## src/design/olt_pkg.sv

```systemverilog
package olt_pkg;

    localparam int DEPTH_DEF     = 256;
    localparam int KEY_WIDTH_DEF = 32;

    localparam logic [1:0] OP_APPEND = 2'd0;
    localparam logic [1:0] OP_REMOVE = 2'd1;
    localparam logic [1:0] OP_FIND   = 2'd2;
    localparam logic [1:0] OP_READ   = 2'd3;

    localparam logic [1:0] ST_OK       = 2'd0;
    localparam logic [1:0] ST_NOTFOUND = 2'd1;
    localparam logic [1:0] ST_NULL     = 2'd2;
    localparam logic [1:0] ST_FULL     = 2'd3;

    typedef struct packed {
        logic       load;
        logic       idx_clr;
        logic       idx_inc;
        logic       rd_en;
        logic       rd_pos;
        logic       wr_en;
        logic       wr_shift;
        logic       cnt_inc;
        logic       cnt_dec;
        logic       res_load;
        logic [1:0] res_status;
        logic       res_found;
        logic       res_value;
        logic       out_load;
    } t_cmd;

    typedef struct packed {
        logic [1:0] op;
        logic       key_zero;
        logic       full;
        logic       pos_ok;
        logic       idx_end;
        logic       match;
    } t_sts;

endpackage

```

## src/design/olt_ctrl.sv

```systemverilog
module olt_ctrl (
    input  logic          i_clk,
    input  logic          i_rst_n,
    input  logic          i_in_valid,
    output logic          o_in_ready,
    output logic          o_out_valid,
    input  logic          i_out_ready,
    input  olt_pkg::t_sts i_sts,
    output olt_pkg::t_cmd o_cmd
);
    import olt_pkg::*;

    localparam logic [2:0] S_IDLE   = 3'd0;
    localparam logic [2:0] S_DISP   = 3'd1;
    localparam logic [2:0] S_RDWAIT = 3'd2;
    localparam logic [2:0] S_SCAN   = 3'd3;
    localparam logic [2:0] S_SHIFT  = 3'd4;
    localparam logic [2:0] S_DONE   = 3'd5;

    logic [2:0] r_state, n_state;
    logic       r_pend, n_pend;
    logic       r_out_valid, n_out_valid;
    t_cmd       cmd;

    always_comb begin
        cmd     = '0;
        n_state = r_state;
        n_pend  = r_pend;
        unique case (r_state)
            S_IDLE: begin
                if (i_in_valid) begin
                    cmd.load = 1'b1;
                    n_state  = S_DISP;
                end
            end
            S_DISP: begin
                unique case (i_sts.op) inside
                    OP_APPEND: begin
                        cmd.res_load = 1'b1;
                        if (i_sts.key_zero) begin
                            cmd.res_status = ST_NULL;
                        end else if (i_sts.full) begin
                            cmd.res_status = ST_FULL;
                        end else begin
                            cmd.res_status = ST_OK;
                            cmd.wr_en      = 1'b1;
                            cmd.cnt_inc    = 1'b1;
                        end
                        n_state = S_DONE;
                    end
                    OP_REMOVE, OP_FIND: begin
                        if (i_sts.key_zero) begin
                            cmd.res_load   = 1'b1;
                            cmd.res_status = (i_sts.op == OP_REMOVE) ? ST_NULL : ST_NOTFOUND;
                            n_state        = S_DONE;
                        end else begin
                            cmd.idx_clr = 1'b1;
                            n_pend      = 1'b0;
                            n_state     = S_SCAN;
                        end
                    end
                    default: begin
                        if (i_sts.pos_ok) begin
                            cmd.rd_en  = 1'b1;
                            cmd.rd_pos = 1'b1;
                            n_state    = S_RDWAIT;
                        end else begin
                            cmd.res_load   = 1'b1;
                            cmd.res_status = ST_NOTFOUND;
                            n_state        = S_DONE;
                        end
                    end
                endcase
            end
            S_RDWAIT: begin
                cmd.res_load   = 1'b1;
                cmd.res_status = ST_OK;
                cmd.res_value  = 1'b1;
                n_state        = S_DONE;
            end
            S_SCAN: begin
                if (r_pend && i_sts.match) begin
                    if (i_sts.op == OP_REMOVE) begin
                        n_pend  = 1'b0;
                        n_state = S_SHIFT;
                    end else begin
                        cmd.res_load   = 1'b1;
                        cmd.res_status = ST_OK;
                        cmd.res_found  = 1'b1;
                        n_state        = S_DONE;
                    end
                end else if (i_sts.idx_end) begin
                    cmd.res_load   = 1'b1;
                    cmd.res_status = ST_NOTFOUND;
                    n_state        = S_DONE;
                end else begin
                    cmd.rd_en   = 1'b1;
                    cmd.idx_inc = 1'b1;
                    n_pend      = 1'b1;
                end
            end
            S_SHIFT: begin
                if (r_pend) begin
                    cmd.wr_en    = 1'b1;
                    cmd.wr_shift = 1'b1;
                end
                if (!i_sts.idx_end) begin
                    cmd.rd_en   = 1'b1;
                    cmd.idx_inc = 1'b1;
                    n_pend      = 1'b1;
                end else begin
                    n_pend = 1'b0;
                    if (!r_pend) begin
                        cmd.cnt_dec    = 1'b1;
                        cmd.res_load   = 1'b1;
                        cmd.res_status = ST_OK;
                        n_state        = S_DONE;
                    end
                end
            end
            S_DONE: begin
                if (!r_out_valid || i_out_ready) begin
                    cmd.out_load = 1'b1;
                    n_state      = S_IDLE;
                end
            end
            default: begin
                n_state = S_IDLE;
            end
        endcase
    end

    always_comb begin
        n_out_valid = r_out_valid;
        if (r_out_valid && i_out_ready) begin
            n_out_valid = 1'b0;
        end
        if (cmd.out_load) begin
            n_out_valid = 1'b1;
        end
    end

    always_ff @(posedge i_clk) begin
        if (!i_rst_n) begin
            r_state     <= S_IDLE;
            r_pend      <= 1'b0;
            r_out_valid <= 1'b0;
        end else begin
            r_state     <= n_state;
            r_pend      <= n_pend;
            r_out_valid <= n_out_valid;
        end
    end

    assign o_cmd       = cmd;
    assign o_in_ready  = (r_state == S_IDLE);
    assign o_out_valid = r_out_valid;

endmodule

```

## config.mk

```make
export PLATFORM = sky130hd
export DESIGN_NAME = olt_ctrl
export DESIGN_NICKNAME = d
export VERILOG_FILES = /design/src/design/olt_pkg.sv /design/src/design/olt_ctrl.sv
export SDC_FILE = /design/constraint.sdc
export NUM_CORES = 1
export LEC_CHECK = 0
export ABC_AREA = 1
export BUFFER_PORTS_ARGS = -buffer_cell sky130_fd_sc_hd__buf_4
export CORE_AREA = 10 10 50 52
export CTS_CLUSTER_DIAMETER = 60
export DETAILED_ROUTE_END_ITERATION = 8
export DIE_AREA = 0 0 60 62
export GPL_TIMING_DRIVEN = 0
export PLACE_DENSITY = 0.74
export SYNTH_ARGS = -nofsm -noshare
export SYNTH_HDL_FRONTEND = slang
export SYNTH_SLANG_ARGS = --single-unit
```

## constraint.sdc

```tcl
create_clock -name i_clk -period 2.8 [get_ports i_clk]
set_input_delay 0.14 -clock i_clk [delete_from_list [all_inputs] [get_ports i_clk]]
set_output_delay 0.14 -clock i_clk [all_outputs]
set_load 0.005 [all_outputs]
```

==> run metrics, run 1 <==
status finished, final reports clean; first-pass GRT wire length 3020 um; Final setup viols 0; largest net degree at the start of global routing 10; Synthesized Nets 117; CP arrival 1.51 ns; Simple-Gate Fraction of Synth Area 55.9%; clock sink count 5; Clk pwr share 12.6%; Post-Synth XOR/XNOR Area 0%; Worst Path Max Fanout 7; RSZ-0062 raised after global routing false; mux cell area share after synthesis 0%; root buf cell clkbuf_4; Cell Area, Synth 656 sq um; Starting DRT DRC Count 11; grt ovf 0; diode count 0; worst clock skew 0.00515 ns; synth-to-layout area growth 38.2%; die area 0.00372 sq mm; Slew HR 76.8%; Post-CTS Hold Buffers 0; Synth Area in Compound Gates 10.3%; row count 15; CTS resizes 0; Comb pwr share 68.4%; endpoints failing hold 0; slack of the critical path 1.15 ns; Buffers on Ports 27; Routed WL per cell 11.7 um; fmax 0.606 GHz; initial antenna violation count 0; post-synth cell types 30; Tmin final 1.65 ns; Max IR drop VDD 0.000442 V; Reg power frac 19.0%; Worst Setup End Kind output port; crit share post-route 59.0%; Die X 60 um; setup TNS 0 ns; antenna viol nets, final 0; H-Tree Depth 1; Core Region 0.00161 sq mm; Pins Over Slew Limit 0; top-level I/O count 28; WL final 1760 um; switching power 0.000341 W; Max Buffers Root-to-Sink 2; CTS tree built; DRT Pass-1 Iters 4; DRC 0; required time worst endpoint 2.66 ns; number of CTS-inserted buffers 3; Initial Util 40.6%; Die H 62 um; register bit total from synthesis 5; via count 740; Worst Tran Pin Value 0.345 ns; Clock transition at path regs 0.04 ns; routed vias/inst 4.93; Setup Buffers After CTS 0; register area share after synthesis 15.3%; Pwr per Cell Area 776 mW/mm^2; Max Cap Viol 0; Mapped Cells 102; GP Congestion 0.859; Setup WS pre-CTS 1.40 ns; Overall Global Routing Usage 10.2%; nets@finish 149; largest family of logic cells by synthesized area simple AND/OR/NAND/NOR gates; WS Path Type reg2out; Net Sw Frac 48.4%; critical path launch point type flip-flop; Pint 0.000363 W; synth warn 0; Clock Latency Late Sink 0.25 ns; syn avg cell area 6.43 sq um; worst min path class in2reg; Pleak 0.484 nW; post-synthesis adder-cell area fraction 7.63%; dpl hpwl 1550 um; vias in the first global route 715; share of cells above drive strength 1 39.8%
[flip-flops by register name, indices dropped and copies added, names as in the netlist]
name	count
o_out_valid	1
r_pend	1
r_state	3
[worst max-delay path, cell delays in order (launching register included)]
cell	delay, ns
dfxtp_1	0.47
inv_2	0.11
nor2_4	0.14
nand2_2	0.11
nor3b_2	0.20
or2_1	0.12
buf_4	0.10
[power by group through the flow]
stage	registers, W	clock network [W]	logic (W)
6_report	0.000134	0.0000885	0.000481
4_1_cts	0.000133	0.0000901	0.000488
3_5_place_dp	0.000134	0	0.000486
2_1_floorplan	0.000125	0	0.000329
3_3_place_gp	0.000133	0	0.000483
5_1_grt	0.000139	0.0000952	0.000539
[cell usage in the layout (no fill, tap or decap), types with 3 or more instances in the layout]
cell and n:
nor2_2 3, nand3_1 10, inv_2 3, buf_4 28, clkbuf_4 3, inv_1 11
nor2_1 14, ha_1 4, nor3_1 3, nor2_4 3, nand2_2 5, nand2_1 19
dfxtp_1 5
[synthesized netlist by cell type (all sizes together)]
library cell	n	share of area [%]
a21boi	1	1.1
nor3	3	2.3
nor3b	1	1.9
o211a	1	1.5
o22ai	1	0.95
a21oi	2	1.5
nand3b	1	1.1
buf	2	2.9
nand3	13	13
ha	4	7.6
o21ai	3	2.9
nor2	20	16
dfxtp	5	15
nand2	25	17
o21a	1	1.1
nor4	1	0.95
inv	14	8.0
a22oi	1	1.1
or2	3	2.9
[final cells by class]
cell class | instances | area [sq um]
buffer | 2 | 18.8
sequential | 5 | 100
multi-input combinational | 81 | 484
clock buffer | 4 | 26.3
tap | 17 | 21.3
timing repair buffer | 27 | 203
inverter | 14 | 52.6
fill | 158 | 708
[path summary, 6_finish.rpt]
check | startpoint | to | slack (ns) | depth (start not counted)
max | r_state[0] | o_cmd[9] | 1.15 | 6
min | i_rst_n | o_out_valid | 0.15 | 2
min reg2reg | r_pend | r_pend | 0.60 | 2
max reg2reg | r_state[0] | r_pend | 1.48 | 7
[through the flow]
step	area, sq um	utilization, %	hold slack [ns]	cells	power, W
finish	906	56.1	0.147	150	0.000703
global route	906	56.1	0.155	150	0.000774
CTS	906	56.1	0.144	150	0.000711
detailed placement	880	54.5	0.398	146	0.000620
global placement	880	54.5	0.391	146	0.000616
floorplan	656	-	0.258	102	0.000454
[metal layers]
metal  share of wire (%)  track usage, %  wire length [um]
met5                   0               0                 0
met1                  43            11.9               748
met4                 1.4            3.85                25
met3                 5.9            2.64               103
met2                  50            17.4               880
[cell families after synthesis]
logic type	Yosys count
buf+inv	16
flops	5
simple gates	67
compound gates	10
fa+ha+maj	4
(Power assumes the default switching activity.)
==> run 2: changes to the inputs <==
--- a/config.mk
+++ b/config.mk
@@ -7,10 +7,10 @@
 export LEC_CHECK = 0
 export ABC_AREA = 1
 export BUFFER_PORTS_ARGS = -buffer_cell sky130_fd_sc_hd__buf_4
-export CORE_AREA = 10 10 50 52
+export CORE_AREA = 10 10 51 53
 export CTS_CLUSTER_DIAMETER = 60
 export DETAILED_ROUTE_END_ITERATION = 8
-export DIE_AREA = 0 0 60 62
+export DIE_AREA = 0 0 61 63
 export GPL_TIMING_DRIVEN = 0
 export PLACE_DENSITY = 0.74
 export SYNTH_ARGS = -nofsm -noshare
==> constraint.sdc (replaced) <==
create_clock -name i_clk -period 1.4 [get_ports i_clk]
set_input_delay 0.07 -clock i_clk [delete_from_list [all_inputs] [get_ports i_clk]]
set_output_delay 0.07 -clock i_clk [all_outputs]
set_load 0.005 [all_outputs]
==> run 2 against run 1 <==
  * The run now ends with setup timing left
  * Non-clock buffer count is 8 higher
  * Routed wire length is 18% higher
  * Combinational power grew to 2.6 times the previous value
  * Critical endpoint is now o_cmd[5]
  * Register-to-register slack worse by 1.4 ns
  * Highest routed layer is now met3
  * Critical path depth is 1 higher
==> run metrics, run 2 (same netlist as run 1, synthesis figures left out) <==
Largest Register r_state; Setup WS pre-CTS 0.116 ns; hold_ws 0.0765 ns; synth-to-layout area growth 56.5%; CTS tree built; row count 15; endpoints failing hold 0; GP Congestion 0.859; WHS Path Cells 2; initial antenna violation count 0; Post-CTS Hold Buffers 0; Overall Global Routing Usage 10.2%; grt ovf 0; WL final 2080 um; fmax 0.712 GHz; Worst Tran Pin Value 0.373 ns; slowest CP cell dfxtp_4; Pwr per Cell Area 1640 mW/mm^2; setup TNS -0.00411 ns; share of cells above drive strength 1 50.4%; CP bufs+invs 2; Max IR drop VDD 0.00107 V; routed vias/inst 5.14; WS Path Type reg2out; Die H 63 um; Starting DRT DRC Count 26; delay-heaviest family, CP simple AND/OR/NAND/NOR gates; dpl hpwl 1530 um; Pleak 0.543 nW; Placed Cells 146; Die X 61 um; worst min path class in2reg; total power 0.00169 W; top-level I/O count 28; Clock Latency Late Sink 0.24 ns; slack of the critical path -0.00411 ns; commonest non-fill, non-tap cell in the layout buf_4; root buf cell clkbuf_4; largest net degree at the start of global routing 10; first-pass GRT wire length 3240 um; Buffers on Ports 27; status complete, but fails checks; diode count 0; CP Cell Sequence inv_4 > nor2_4 > nand3_2 > nor2_2 > nor2_2 > nand3_1 > buf_4; Tmin final 1.40 ns; number of CTS-inserted buffers 3; critical path's largest stage delay 0.37 ns; die area 0.00384 sq mm; Final setup viols 1; Worst Setup End Kind output port; post-route insts no fill 158; Slew HR 75.1%; Crit path top cell by count nor2_2; Core Region 0.00165 sq mm; DRT Pass-1 Iters 4; via count 812; Max Buffers Root-to-Sink 2; critical path launch point type flip-flop; Routed WL per cell 13.2 um; RSZ-0062 raised after global routing true; Worst Path Max Fanout 4; clock sink count 5; Initial Util 39.7%; R2R cell count 9; vias in the first global route 739; CP arrival 1.33 ns; most frequent cells in the layout 35 x buf_4, 18 x nand2_1, 11 x inv_1, 11 x nor2_1, 10 x nand3_1; crit share post-route 100%; antenna viol nets, final 0; FILL cells 154; DRC 0; required time worst endpoint 1.33 ns; nets@finish 157; worst clock skew 0.00623 ns; Max Cap Viol 0; Pins Over Slew Limit 0; failing checks setup timing; H-Tree Depth 1; Clock transition at path regs 0.05 ns; number of flip-flops in the largest register 3; WP depth 7
## run 2: path summary, 6_finish.rpt
| check | from | end | slack [ns] |
|---|---|---|---|
| worst min register to register | r_pend | r_pend | 0.55 |
| worst min-delay path | i_rst_n | o_out_valid | 0.08 |
| worst max register to register | r_state[0] | r_state[2] | 0.08 |
| worst max-delay path | r_state[0] | o_cmd[5] | -0.004 |
## run 2: area by class of cell
cell class / count / area (sq um) / area share [%]
clock buffer: 4 / 26.3 / 2.56
sequential: 5 / 110 / 10.7
multi-input combinational: 81 / 529 / 51.6
buffer: 2 / 18.8 / 1.83
tap: 17 / 21.3 / 2.07
timing repair buffer: 35 / 260 / 25.4
inverter: 14 / 60.1 / 5.85
## run 2: per-layer routing
| metal | vias up | GRT usage [%] | share of wire, % |
|---|---|---|---|
| met1 | 381 | 11.3 | 40 |
| met2 | 22 | 17.9 | 51 |
| met3 | 0 | 4.07 | 8.4 |
| met5 | - | 0 | 0 |
| li1 | 409 | - | - |
| met4 | 0 | 0.824 | 0 |
## run 2: through the flow
stage	area, sq um	utilization [%]
floorplan	656	-
global placement	880	53.3
detailed placement	880	53.3
CTS	966	58.5
global route	1030	62.1
finish	1030	62.1
## run 2: report_power, final
group	leakage [nW]	total (W)	internal (W)	switching [W]
Clock	0.0150	0.000170	0.000108	0.0000625
Combinational	0.485	0.00123	0.000565	0.000665
Sequential	0.0431	0.000287	0.000212	0.0000752
Total	0.543	0.00169	0.000884	0.000802
## run 2: repair_timing
action / in CTS / in global routing
pin swaps: 4 / 5
endpoints found under the setup margin: 8 / 7
resized for setup: 11 / 8
setup buffers: 4 / 3
cloned: 0 / 1
